[config.mk]
export PLATFORM = sky130hd
export DESIGN_NAME = row_top_k_index_select
export DESIGN_NICKNAME = d
export VERILOG_FILES = /design/src/rtl/core/rtk_pkg.sv /design/src/rtl/core/rtk_cell.sv /design/src/rtl/core/row_top_k_index_select.sv
export VERILOG_INCLUDE_DIRS = /design/src /design/src/rtl/core
export SDC_FILE = /design/constraint.sdc
export NUM_CORES = 2
export LEC_CHECK = 0
export BUFFER_PORTS_ARGS = -buffer_cell sky130_fd_sc_hd__buf_4
export CORE_ASPECT_RATIO = 1.1
export CORE_MARGIN = 1.5
export CORE_UTILIZATION = 50
export CTS_BUF_LIST = sky130_fd_sc_hd__clkbuf_8
export DETAILED_ROUTE_END_ITERATION = 16
export PLACE_DENSITY = 0.64
export REMOVE_ABC_BUFFERS = 1
export SLEW_MARGIN = 20
export SYNTH_ARGS = -nofsm -noshare
export SYNTH_HDL_FRONTEND = slang
export SYNTH_SLANG_ARGS = --single-unit
[constraint.sdc]
create_clock -name i_clk -period 18.2 [get_ports i_clk]
set_input_delay 0 -clock i_clk [delete_from_list [all_inputs] [get_ports i_clk]]
set_output_delay 0 -clock i_clk [all_outputs]
set_load 0.05 [all_outputs]
[src/rtl/core/row_top_k_index_select_macros.svh]
// Assertion macros for the row top-k index selector.
// Used at the end of the top level; needs i_clk and i_rst_n in scope.
`ifndef ROW_TOP_K_INDEX_SELECT_MACROS_SVH
`define ROW_TOP_K_INDEX_SELECT_MACROS_SVH

// Same-cycle implication, checked outside reset
`define RTK_ASSERT_IMPL(lbl, ante, cons, msg) \
    lbl: assert property (@(posedge i_clk) disable iff (!i_rst_n) \
        (ante) |-> (cons)) else $error(msg);

// Next-cycle implication, checked outside reset
`define RTK_ASSERT_NEXT(lbl, ante, cons, msg) \
    lbl: assert property (@(posedge i_clk) disable iff (!i_rst_n) \
        (ante) |=> (cons)) else $error(msg);

`endif

[src/rtl/core/rtk_pkg.sv]
// Shared types and constants for the row top-k index selector.
// Used by rtk_cell and row_top_k_index_select; no dependencies.
package rtk_pkg;

    // Configuration register indexes
    localparam int unsigned CFG_IDX_BITS = 1;
    localparam logic [CFG_IDX_BITS-1:0] REG_K_USED          = 1'b0;
    localparam logic [CFG_IDX_BITS-1:0] REG_SMALLEST_FIRST  = 1'b1;

    // Control phase of the block
    typedef enum logic {
        PH_COLLECT,
        PH_EMIT
    } t_phase;

    // Handed from one cell to the next
    typedef struct packed {
        logic pass;   // this cell and all before it rank at least as well
        logic valid;  // this cell holds an entry
    } t_cell_ctl;

    // Broadcast from the top level to every cell
    typedef struct packed {
        logic load;      // an element transfer happens this cycle
        logic drain;     // a result transfer happens this cycle
        logic smallest;  // smallest values rank best
    } t_cell_cmd;

endpackage

[src/rtl/core/rtk_cell.sv]
// One slot of the ranked list: holds a value, its column and a valid bit.
// Depends on rtk_pkg. Cells are chained; cell 0 holds the best entry.
module rtk_cell #(
    parameter int unsigned VALUE_BITS = 32,
    parameter int unsigned COL_BITS   = 16
) (
    input  logic                  i_clk,
    input  logic                  i_rst_n,
    input  rtk_pkg::t_cell_cmd    i_cmd,
    input  logic                  i_active,
    input  logic [VALUE_BITS-1:0] i_new_value,
    input  logic [VALUE_BITS-1:0] i_new_key,
    input  logic [COL_BITS-1:0]   i_new_column,
    input  rtk_pkg::t_cell_ctl    i_prev_ctl,
    input  logic [VALUE_BITS-1:0] i_prev_value,
    input  logic [COL_BITS-1:0]   i_prev_column,
    input  logic                  i_next_valid,
    input  logic [VALUE_BITS-1:0] i_next_value,
    input  logic [COL_BITS-1:0]   i_next_column,
    output rtk_pkg::t_cell_ctl    o_ctl,
    output logic [VALUE_BITS-1:0] o_value,
    output logic [COL_BITS-1:0]   o_column
);

    localparam logic [VALUE_BITS-1:0] SIGN_BIT = {1'b1, {(VALUE_BITS-1){1'b0}}};

    logic                  r_valid;
    logic [VALUE_BITS-1:0] r_value;
    logic [COL_BITS-1:0]   r_column;
    logic [VALUE_BITS-1:0] w_key;
    logic                  w_stay;

    // Order key of the held value under the current mode
    assign w_key  = r_value ^ SIGN_BIT ^ {VALUE_BITS{i_cmd.smallest}};
    // Held entry ties or beats the incoming one: it stays ahead
    assign w_stay = r_valid & i_active & (w_key >= i_new_key);

    assign o_ctl.pass  = i_prev_ctl.pass & w_stay;
    assign o_ctl.valid = r_valid;
    assign o_value     = r_value;
    assign o_column    = r_column;

    // Valid bit: insert, shift down, drop beyond k, or shift up while draining
    always_ff @(posedge i_clk) begin
        if (!i_rst_n) begin
            r_valid <= 1'b0;
        end else if (i_cmd.load) begin
            if (!i_active) begin
                r_valid <= 1'b0;
            end else if (i_prev_ctl.pass) begin
                if (!w_stay) begin
                    r_valid <= 1'b1;
                end
            end else begin
                r_valid <= i_prev_ctl.valid;
            end
        end else if (i_cmd.drain) begin
            r_valid <= i_next_valid;
        end
    end

    // Payload follows the same moves
    always_ff @(posedge i_clk) begin
        if (i_cmd.load) begin
            if (i_prev_ctl.pass) begin
                if (!w_stay) begin
                    r_value  <= i_new_value;
                    r_column <= i_new_column;
                end
            end else begin
                r_value  <= i_prev_value;
                r_column <= i_prev_column;
            end
        end else if (i_cmd.drain) begin
            r_value  <= i_next_value;
            r_column <= i_next_column;
        end
    end

endmodule

[src/rtl/core/row_top_k_index_select.sv]
// Row top-k index selector: streams one row element per transfer and keeps
// the best k of the row in a chain of insertion cells.
// Depends on rtk_pkg, rtk_cell and row_top_k_index_select_macros.svh.
//
// Input channel (i_in_valid / o_in_stall): one signed element per transfer,
// numbered by column from 0 within its row; i_row_end marks the last one.
// Within a row the block takes one element per cycle: every cell compares its
// entry against the new one in parallel and the insertion point is found along
// the cell chain.
// The cycle after the row's last element the block starts to emit the kept
// column indices, best first, one per cycle (o_out_valid / i_out_stall);
// o_rank counts from 0 and o_final_result marks the last one. The list is
// drained out of cell 0; a row keeps n <= k entries, and o_in_stall is high
// until the last of them has left.
// When the receiver stalls, the current result holds and the drain pauses.
// Configuration (i_cfg_valid / o_cfg_ready) is always ready; register 0 is
// k_used, register 1 is smallest_first. Write only while the block is idle.
// Reset clears the list, the column count and sets k_used to MAX_K and
// largest-first order.
module row_top_k_index_select #(
    parameter int unsigned MAX_K       = 16,
    parameter int unsigned MAX_COLUMNS = 65536,
    parameter int unsigned VALUE_BITS  = 32
) (
    input  logic                                i_clk,
    input  logic                                i_rst_n,
    // element input
    input  logic                                i_in_valid,
    output logic                                o_in_stall,
    input  logic signed [VALUE_BITS-1:0]        i_sample_value,
    input  logic                                i_row_end,
    // result output
    output logic                                o_out_valid,
    input  logic                                i_out_stall,
    output logic [$clog2(MAX_COLUMNS)-1:0]      o_column_index,
    output logic [$clog2(MAX_K)-1:0]            o_rank,
    output logic                                o_final_result,
    // configuration
    input  logic                                i_cfg_valid,
    output logic                                o_cfg_ready,
    input  logic [rtk_pkg::CFG_IDX_BITS-1:0]    i_cfg_index,
    input  logic [$clog2(MAX_K+1)-1:0]          i_cfg_data
);

    localparam int unsigned COL_BITS  = $clog2(MAX_COLUMNS);
    localparam int unsigned RANK_BITS = $clog2(MAX_K);
    localparam int unsigned K_BITS    = $clog2(MAX_K + 1);
    localparam logic [COL_BITS-1:0]   COL_LAST = COL_BITS'(MAX_COLUMNS - 1);
    localparam logic [K_BITS-1:0]     K_MAX    = K_BITS'(MAX_K);
    localparam logic [K_BITS-1:0]     K_ONE    = K_BITS'(1);
    localparam logic [VALUE_BITS-1:0] SIGN_BIT = {1'b1, {(VALUE_BITS-1){1'b0}}};

    rtk_pkg::t_phase       r_phase, n_phase;
    logic [K_BITS-1:0]     r_k_used;
    logic                  r_smallest;
    logic [COL_BITS-1:0]   r_col_cnt;
    logic [RANK_BITS-1:0]  r_rank;

    logic                  w_in_xfer;
    logic                  w_out_xfer;
    logic                  w_final;
    logic                  w_emit;
    logic                  w_row_done;
    logic                  w_row_last;
    logic [K_BITS-1:0]     w_k_eff;
    logic [VALUE_BITS-1:0] w_new_key;
    rtk_pkg::t_cell_cmd    w_cmd;

    rtk_pkg::t_cell_ctl    w_ctl [MAX_K];
    logic [VALUE_BITS-1:0] w_val [MAX_K];
    logic [COL_BITS-1:0]   w_col [MAX_K];

    // Handshakes
    assign o_in_stall  = (r_phase == rtk_pkg::PH_EMIT);
    assign o_out_valid = (r_phase == rtk_pkg::PH_EMIT);
    assign o_cfg_ready = 1'b1;
    assign w_in_xfer   = i_in_valid & ~o_in_stall;
    assign w_out_xfer  = o_out_valid & ~i_out_stall;

    // Results come from the head of the chain
    assign w_final         = ~w_ctl[1].valid;
    assign o_column_index  = w_col[0];
    assign o_rank          = r_rank;
    assign o_final_result  = w_final;

    // Effective k: zero acts as one, above MAX_K acts as MAX_K
    always_comb begin
        if (r_k_used == '0) begin
            w_k_eff = K_ONE;
        end else if (r_k_used > K_MAX) begin
            w_k_eff = K_MAX;
        end else begin
            w_k_eff = r_k_used;
        end
    end

    // Order key of the incoming element
    assign w_new_key = VALUE_BITS'(i_sample_value) ^ SIGN_BIT ^ {VALUE_BITS{r_smallest}};

    assign w_cmd.load     = w_in_xfer;
    assign w_cmd.drain    = w_out_xfer;
    assign w_cmd.smallest = r_smallest;

    // Cell chain
    for (genvar g = 0; g < MAX_K; g++) begin : g_cell
        rtk_pkg::t_cell_ctl    w_prev_ctl;
        logic [VALUE_BITS-1:0] w_prev_val;
        logic [COL_BITS-1:0]   w_prev_col;
        logic                  w_next_vld;
        logic [VALUE_BITS-1:0] w_next_val;
        logic [COL_BITS-1:0]   w_next_col;

        if (g == 0) begin : g_head
            assign w_prev_ctl.pass  = 1'b1;
            assign w_prev_ctl.valid = 1'b0;
            assign w_prev_val       = '0;
            assign w_prev_col       = '0;
        end else begin : g_body
            assign w_prev_ctl = w_ctl[g-1];
            assign w_prev_val = w_val[g-1];
            assign w_prev_col = w_col[g-1];
        end

        if (g == MAX_K - 1) begin : g_tail
            assign w_next_vld = 1'b0;
            assign w_next_val = '0;
            assign w_next_col = '0;
        end else begin : g_more
            assign w_next_vld = w_ctl[g+1].valid;
            assign w_next_val = w_val[g+1];
            assign w_next_col = w_col[g+1];
        end

        rtk_cell #(
            .VALUE_BITS (VALUE_BITS),
            .COL_BITS   (COL_BITS)
        ) u_cell (
            .i_clk         (i_clk),
            .i_rst_n       (i_rst_n),
            .i_cmd         (w_cmd),
            .i_active      (K_BITS'(g) < w_k_eff),
            .i_new_value   (VALUE_BITS'(i_sample_value)),
            .i_new_key     (w_new_key),
            .i_new_column  (r_col_cnt),
            .i_prev_ctl    (w_prev_ctl),
            .i_prev_value  (w_prev_val),
            .i_prev_column (w_prev_col),
            .i_next_valid  (w_next_vld),
            .i_next_value  (w_next_val),
            .i_next_column (w_next_col),
            .o_ctl         (w_ctl[g]),
            .o_value       (w_val[g]),
            .o_column      (w_col[g])
        );
    end

    // Phase register
    always_ff @(posedge i_clk) begin
        if (!i_rst_n) begin
            r_phase <= rtk_pkg::PH_COLLECT;
        end else begin
            r_phase <= n_phase;
        end
    end

    // Next phase: emit after the row's last element, back when the last leaves
    always_comb begin
        n_phase = r_phase;
        case (r_phase)
            rtk_pkg::PH_COLLECT: begin
                if (w_in_xfer && i_row_end) begin
                    n_phase = rtk_pkg::PH_EMIT;
                end
            end
            rtk_pkg::PH_EMIT: begin
                if (w_out_xfer && w_final) begin
                    n_phase = rtk_pkg::PH_COLLECT;
                end
            end
            default: n_phase = rtk_pkg::PH_COLLECT;
        endcase
    end

    // Column counter, saturating; restarts at each row
    always_ff @(posedge i_clk) begin
        if (!i_rst_n) begin
            r_col_cnt <= '0;
        end else if (w_in_xfer) begin
            if (i_row_end) begin
                r_col_cnt <= '0;
            end else if (r_col_cnt != COL_LAST) begin
                r_col_cnt <= r_col_cnt + COL_BITS'(1);
            end
        end
    end

    // Rank of the result on the output
    always_ff @(posedge i_clk) begin
        if (!i_rst_n) begin
            r_rank <= '0;
        end else if (w_in_xfer) begin
            r_rank <= '0;
        end else if (w_out_xfer) begin
            r_rank <= r_rank + RANK_BITS'(1);
        end
    end

    // Configuration registers
    always_ff @(posedge i_clk) begin
        if (!i_rst_n) begin
            r_k_used   <= K_MAX;
            r_smallest <= 1'b0;
        end else if (i_cfg_valid && o_cfg_ready) begin
            case (i_cfg_index)
                rtk_pkg::REG_K_USED:         r_k_used   <= i_cfg_data;
                rtk_pkg::REG_SMALLEST_FIRST: r_smallest <= i_cfg_data[0];
                default: ;
            endcase
        end
    end

    // Checks
    assign w_emit     = (r_phase == rtk_pkg::PH_EMIT);
    assign w_row_done = w_in_xfer && i_row_end;
    assign w_row_last = w_out_xfer && w_final;

    `include "row_top_k_index_select_macros.svh"

    `RTK_ASSERT_IMPL(a_emit_head_valid, w_emit, w_ctl[0].valid, "emitting from an empty list")
    `RTK_ASSERT_NEXT(a_row_end_emit, w_row_done, w_emit && (r_rank == '0), "bad emission start")
    `RTK_ASSERT_NEXT(a_drained, w_row_last, !w_ctl[0].valid && r_col_cnt == '0, "list not empty")

endmodule

# == Word level (Yosys, flattened, before mapping) ==
# Cells that the tools add are included.
# totals
regBits,811
wordCells,461
# op_classes
add_sub_neg,2
magnitude_cmp,33
n_eq_ne,33
n_mux,212
n_bitwise,87
reduce_logical,41
# op_table
cell,n
two-way mux 32 bit,63
two-way mux 16 bit,65
bitwise XOR 32 bit,17
>= comparator 32 bit,16
two-way mux 1 bit,81
AND reduction 2 bit,35
"!= test 4 bit, second input constant",15
bitwise AND 1 bit,48
"!= test 3 bit, second input constant",16
"< comparator 4 x 5 -> 1 bit, first input constant",8
NOT 1 bit,22
"< comparator 3 x 5 -> 1 bit, first input constant",4
"adder 16 x 1 -> 16 bit, second input constant",1
"!= test 16 bit, second input constant",1
"< comparator 1 x 5 -> 1 bit, first input constant",2
"< comparator 2 x 5 -> 1 bit, first input constant",2
two-way mux 5 bit,2
"> comparator 5 bit, second input constant",1
zero test 5 bit,1
"adder 4 x 1 -> 4 bit, second input constant",1
nonzero test 2 bit,2
logical AND 1 bit,2
"!= test 2 bit, second input constant",1
case mux 1 bit (2 select lines),1
OR reduction 2 bit,1

# == Longest topological paths before layout ==
# depth
word_depth,23
mapped_depth,25

# == Cells and area by module ==
# Synthesis repeated with hierarchy kept, for this count alone.
# hier_totals
cells_unflattened,6056
hier_area_um2,59694.8
# by_module_without_submodules
module,instances,cells_each,area_per_inst_um2,seq_area_each_um2
rtk_cell (g_cell[0].u_cell ...),15,364,3618.5,1461.4
rtk_cell (g_cell[14].u_cell),1,368,3579.7,1461.4
row_top_k_index_select,1,228,1838.0,540.5

# == Least setup slack after synthesis ==
# No wires, ideal clock.
# synth_timing
path_type,register to register
start,register r_smallest
end,"register g_cell[11].u_cell.r_column[0], enable pin"
setup_time_ns,0.520
arrival_ns,8.744
required_time_ns,17.680
slack_ns,8.936
stages_incl_launch_ff,23
n_path_buf,11
synth_period_minus_slack_ns,9.264
path_cell_list,dfxtp_1 -> buf_2 -> buf_4 -> buf_4 -> buf_2 -> buf_2 -> clkbuf_1 -> clkbuf_1 -> clkbuf_1 -> xor2_1 -> ha_1 -> nand2_1 -> nor2_1 -> a221o_1 -> o311ai_0 -> a31o_1 -> or3b_1 -> clkbuf_1 -> or2_1 -> clkbuf_1 -> clkbuf_1 -> nor2_1 -> o21ai_0
# synth_between
elab_chain_len,15
# synth_rtl
item,line,text
from (decl),row_top_k_index_select.sv:55,logic r_smallest;
from (signal assigned),row_top_k_index_select.sv:216,rtk_pkg::REG_SMALLEST_FIRST: r_smallest <= i_cfg_data[0];
bitwise XOR 32 bit (on tied branches),"rtk_cell.sv:34, row_top_k_index_select.sv:98",
>= comparator 32 bit,rtk_cell.sv:36,assign w_stay = r_valid & i_active & (w_key >= i_new_key);
bitwise AND 1 bit,rtk_cell.sv:36,
bitwise AND 1 bit (10 in series),rtk_cell.sv:38,assign o_ctl.pass = i_prev_ctl.pass & w_stay;
!= test 3 bit (no source line) *,--,
AND reduction 2 bit (no source line) *,--,
to (signal assigned),rtk_cell.sv:68,r_column <= i_new_column;
to (signal assigned),rtk_cell.sv:72,r_column <= i_prev_column;
to (signal assigned),rtk_cell.sv:76,r_column <= i_next_column;
to (decl),rtk_cell.sv:29,logic [COL_BITS-1:0] r_column;
# Every way passes the cells marked *; elsewhere a longest branch is shown, timed or not.
# A chain may end at the register's enable or synchronous reset.

# == Final worst setup path ==
# layout_timing
start,register r_smallest
end,"register g_cell[14].u_cell.r_column[9], enable pin"
# layout_between
elab_chain_len,18
# layout_rtl
item,line
bitwise XOR 32 bit (on tied branches),"rtk_cell.sv:34, row_top_k_index_select.sv:98"
>= comparator 32 bit,rtk_cell.sv:36
bitwise AND 1 bit,rtk_cell.sv:36
bitwise AND 1 bit (13 in series),rtk_cell.sv:38
!= test 3 bit (no source line) *,--
AND reduction 2 bit (no source line) *,--
to (signal assigned),rtk_cell.sv:68
to (signal assigned),rtk_cell.sv:72
to (signal assigned),rtk_cell.sv:76
to (decl),rtk_cell.sv:29
# Marked as above.

==> reports/summary.txt <==
Status: finished clean
Worst-Skew Late Latency: 0.91 ns
Slew Viols, Final: 0
DRC viols: 0
R2R Path Start: r_smallest$_SDFFE_PN0P_
Number of gates resized after CTS: 0
Post-CTS Setup Inserts: 0
TNS Setup: 0 ns
Pin count of the biggest net entering global routing: 227
Port Buffers: 66
HP Class: in -> reg
Reg2reg end: g_cell[14].u_cell.o_column[9]$_DFFE_PP_
Synth Register Bits: 811
CTS tree: done
Final Hold Vio Count: 0
Total of max-cap violations: 0
GRT Residual Overflow: 0
Final setup viols: 0
Avg WL per Cell: 26.6 µm
Post-DP HPWL: 125000 µm
Core area: 112000 µm²
TritonCTS Buffers: 151
Worst hold stages: 4
Placed Cells: 6970
Critical Path RT: 18.69 ns
GRT Total Usage: 33.3%
FFs w/ async S/R, synth: 0%
Die Span Y: 356 µm
Design Area, Final: 61900 µm²
Fmax: 0.122 GHz
Leak pwr: 26.4 nW
DRT antenna net count: 0
Placed Area: 58400 µm²
Clk slew on worst S/H paths: 0.07 ns
Worst slew margin: 20.0%
Routed vias/inst: 6.29
Register area share after synthesis: 42.2%
Ys Warns: 0
Kind of critical path: reg -> reg
Tightest Pin Transition: 1.20 ns
Max FO, Critical Path: 129
Clock skew: 0.0500 ns
Worst setup EP type: flip-flop
RD Place Congestion: 0.984
DR pass1 iterations: 8
Finished Layout Cells: 7310
Iteration-0 DRC Markers: 5293
Maximum root-to-sink buffer count: 3
Yosys cell types: 78
WHS Endpoint: g_cell[13].u_cell.r_valid$_SDFFE_PN0P_
Mapped cell area: 56700 µm²
Post-Synthesis Cells: 5736
Startpoint Class: flip-flop
Most frequent cells in the layout: nand2_1, edfxtp_1, o21ai_0
First-pass GRT wire length: 287000 µm
Crit share post-route: 45.1%
Data arrival, critical path: 8.70 ns
Hold wc startpoint: i_rst_n
I/O pins: 68
Nets: 6209
Most common cell after layout, fill and taps aside: nand2_1
Clock Root Buffer: clkbuf_8
Syn-to-layout area delta: 9.15%
# fillers: 10000
Num Clock Sinks: 811
Die area: 115000 µm²
Peak supply drop: 0.0666 mV
CTS Hold Bufs: 66
Initial core utilization: 50.4%
Share of cells above drive strength 1: 8.05%
Initial antenna violation count: 4
Via count: 46000
Routed wire length: 194000 µm
Chip width: 324 µm
Average cell area after synthesis: 9.88 µm²
Min cycle time layout: 8.21 ns
EDFF count, synth: 768
H-tree lvl count: 4
R2R cell count: 17
RSZ-0062 raised after global routing: no
FF-to-FF setup slack: 9.99 ns
Vias in the first global route: 44100
Pwr Density: 92.1 nW/µm²
Num rows: 129
Top FF cell, synth: edfxtp_1
how the worst max path moves through the flow:
stage,slack [ns],start,to,cells after the start
after floorplan,-18.15,r_smallest$_SDFFE_PN0P_,g_cell[2].u_cell.r_valid$_SDFFE_PN0P_,11
after global placement,10.13,r_smallest$_SDFFE_PN0P_,g_cell[5].u_cell.o_column[14]$_DFFE_PP_,16
after detailed placement,10.11,r_smallest$_SDFFE_PN0P_,g_cell[8].u_cell.o_value[7]$_DFFE_PP_,19
after CTS,10.09,r_smallest$_SDFFE_PN0P_,g_cell[8].u_cell.o_value[7]$_DFFE_PP_,19
after global routing,9.72,r_smallest$_SDFFE_PN0P_,g_cell[8].u_cell.o_value[9]$_DFFE_PP_,19
final,9.99,r_smallest$_SDFFE_PN0P_,g_cell[14].u_cell.o_column[9]$_DFFE_PP_,17
layer usage:
layer,wire length [µm],vias up,GRT usage [%]
met5,181,-,0
met4,8600,8,14.8
met3,15400,411,6.06
met2,88100,2068,52.0
met1,82100,22500,45.0
li1,-,21000,-
metrics by stage:
| step | hold WS [ns] | setup WS, ns | utilization (%) | total power [mW] |
|---|---|---|---|---|
| 2_1_floorplan | 0.0619 | -18.15 | - | 3.63 |
| 3_3_place_gp | 0.230 | 10.13 | 51.9 | 3.95 |
| 3_5_place_dp | 0.227 | 10.11 | 51.9 | 3.98 |
| 4_1_cts | 0.00583 | 10.09 | 55.0 | 5.68 |
| 5_1_grt | 0.0798 | 9.72 | 55.0 | 5.96 |
| 6_report | 0.0794 | 9.99 | 55.0 | 5.69 |
Yosys cell counts (all sizes together) (108+ instances only):
master	number	area, µm²
nand2	882	3310
edfxtp	768	23100
o21ai	556	2780
mux2i	485	4850
ha	482	6030
xor2	474	4150
nor2	325	1220
clkbuf	312	1170
a21oi	277	1390
a31oi	136	851
nand3	134	671
buf	129	617
o211ai	112	1040
a21o	108	811
kinds of logic (layout without fill, tap and decap cells):
kind of cell    Yosys count  after routing  synth area share, %
compound gates         1395           1395                 15.2
xor+xnor                523            523                 8.08
fa+ha+maj               482            482                 10.6
buf+inv                 460            525                 3.28
flops                   811            811                 42.2
mux                     485            485                 8.57
other cells               1              4              0.00662
simple gates           1579           1579                 12.0
sequential cells by signal, indices dropped and copies added, names as in the netlist:
| register | count |
|---|---|
| g_cell.u_cell.r_valid | 16 |
| g_cell.u_cell.o_column | 256 |
| o_rank | 4 |
| r_k_used | 5 |
| g_cell.u_cell.o_value | 512 |
| o_in_stall | 1 |
| r_smallest | 1 |
| r_col_cnt | 16 |
power breakdown:
part           total [mW]  internal (mW)  switching [mW]
combinational        1.46          0.542           0.914
clock                1.70          0.843           0.855
sequential           2.54           2.34           0.199
total                5.69           3.73            1.97
worst max-delay path, stage by stage, from the launching register on:
cell and delay [ns]:
dfxtp_4 0.72, buf_12 0.59, buf_12 0.61, xnor2_1 0.27, buf_4 0.27, ha_1 0.33
a21o_1 0.21, a2111o_1 0.42, a211o_1 0.27, o221ai_1 0.28, a31oi_1 0.21, o21a_2 0.38
nand2_2 0.61, inv_2 0.07, nand4_1 0.10, buf_4 0.47, buf_4 0.68, o21a_4 0.91
cell type report:
cell class                 count  area, µm²  share of cell area, %
clock inverter               107        490                  0.793
clock buffer                 164       2260                   3.65
inverter                      19       71.3                  0.115
timing repair buffer         235       2020                   3.26
multi-input combinational   4465      31200                   50.4
tap                         1506       1880                   3.05
sequential                   811      23900                   38.7
antenna                        3       7.51                 0.0121
Power figures use the tool's default switching activity.
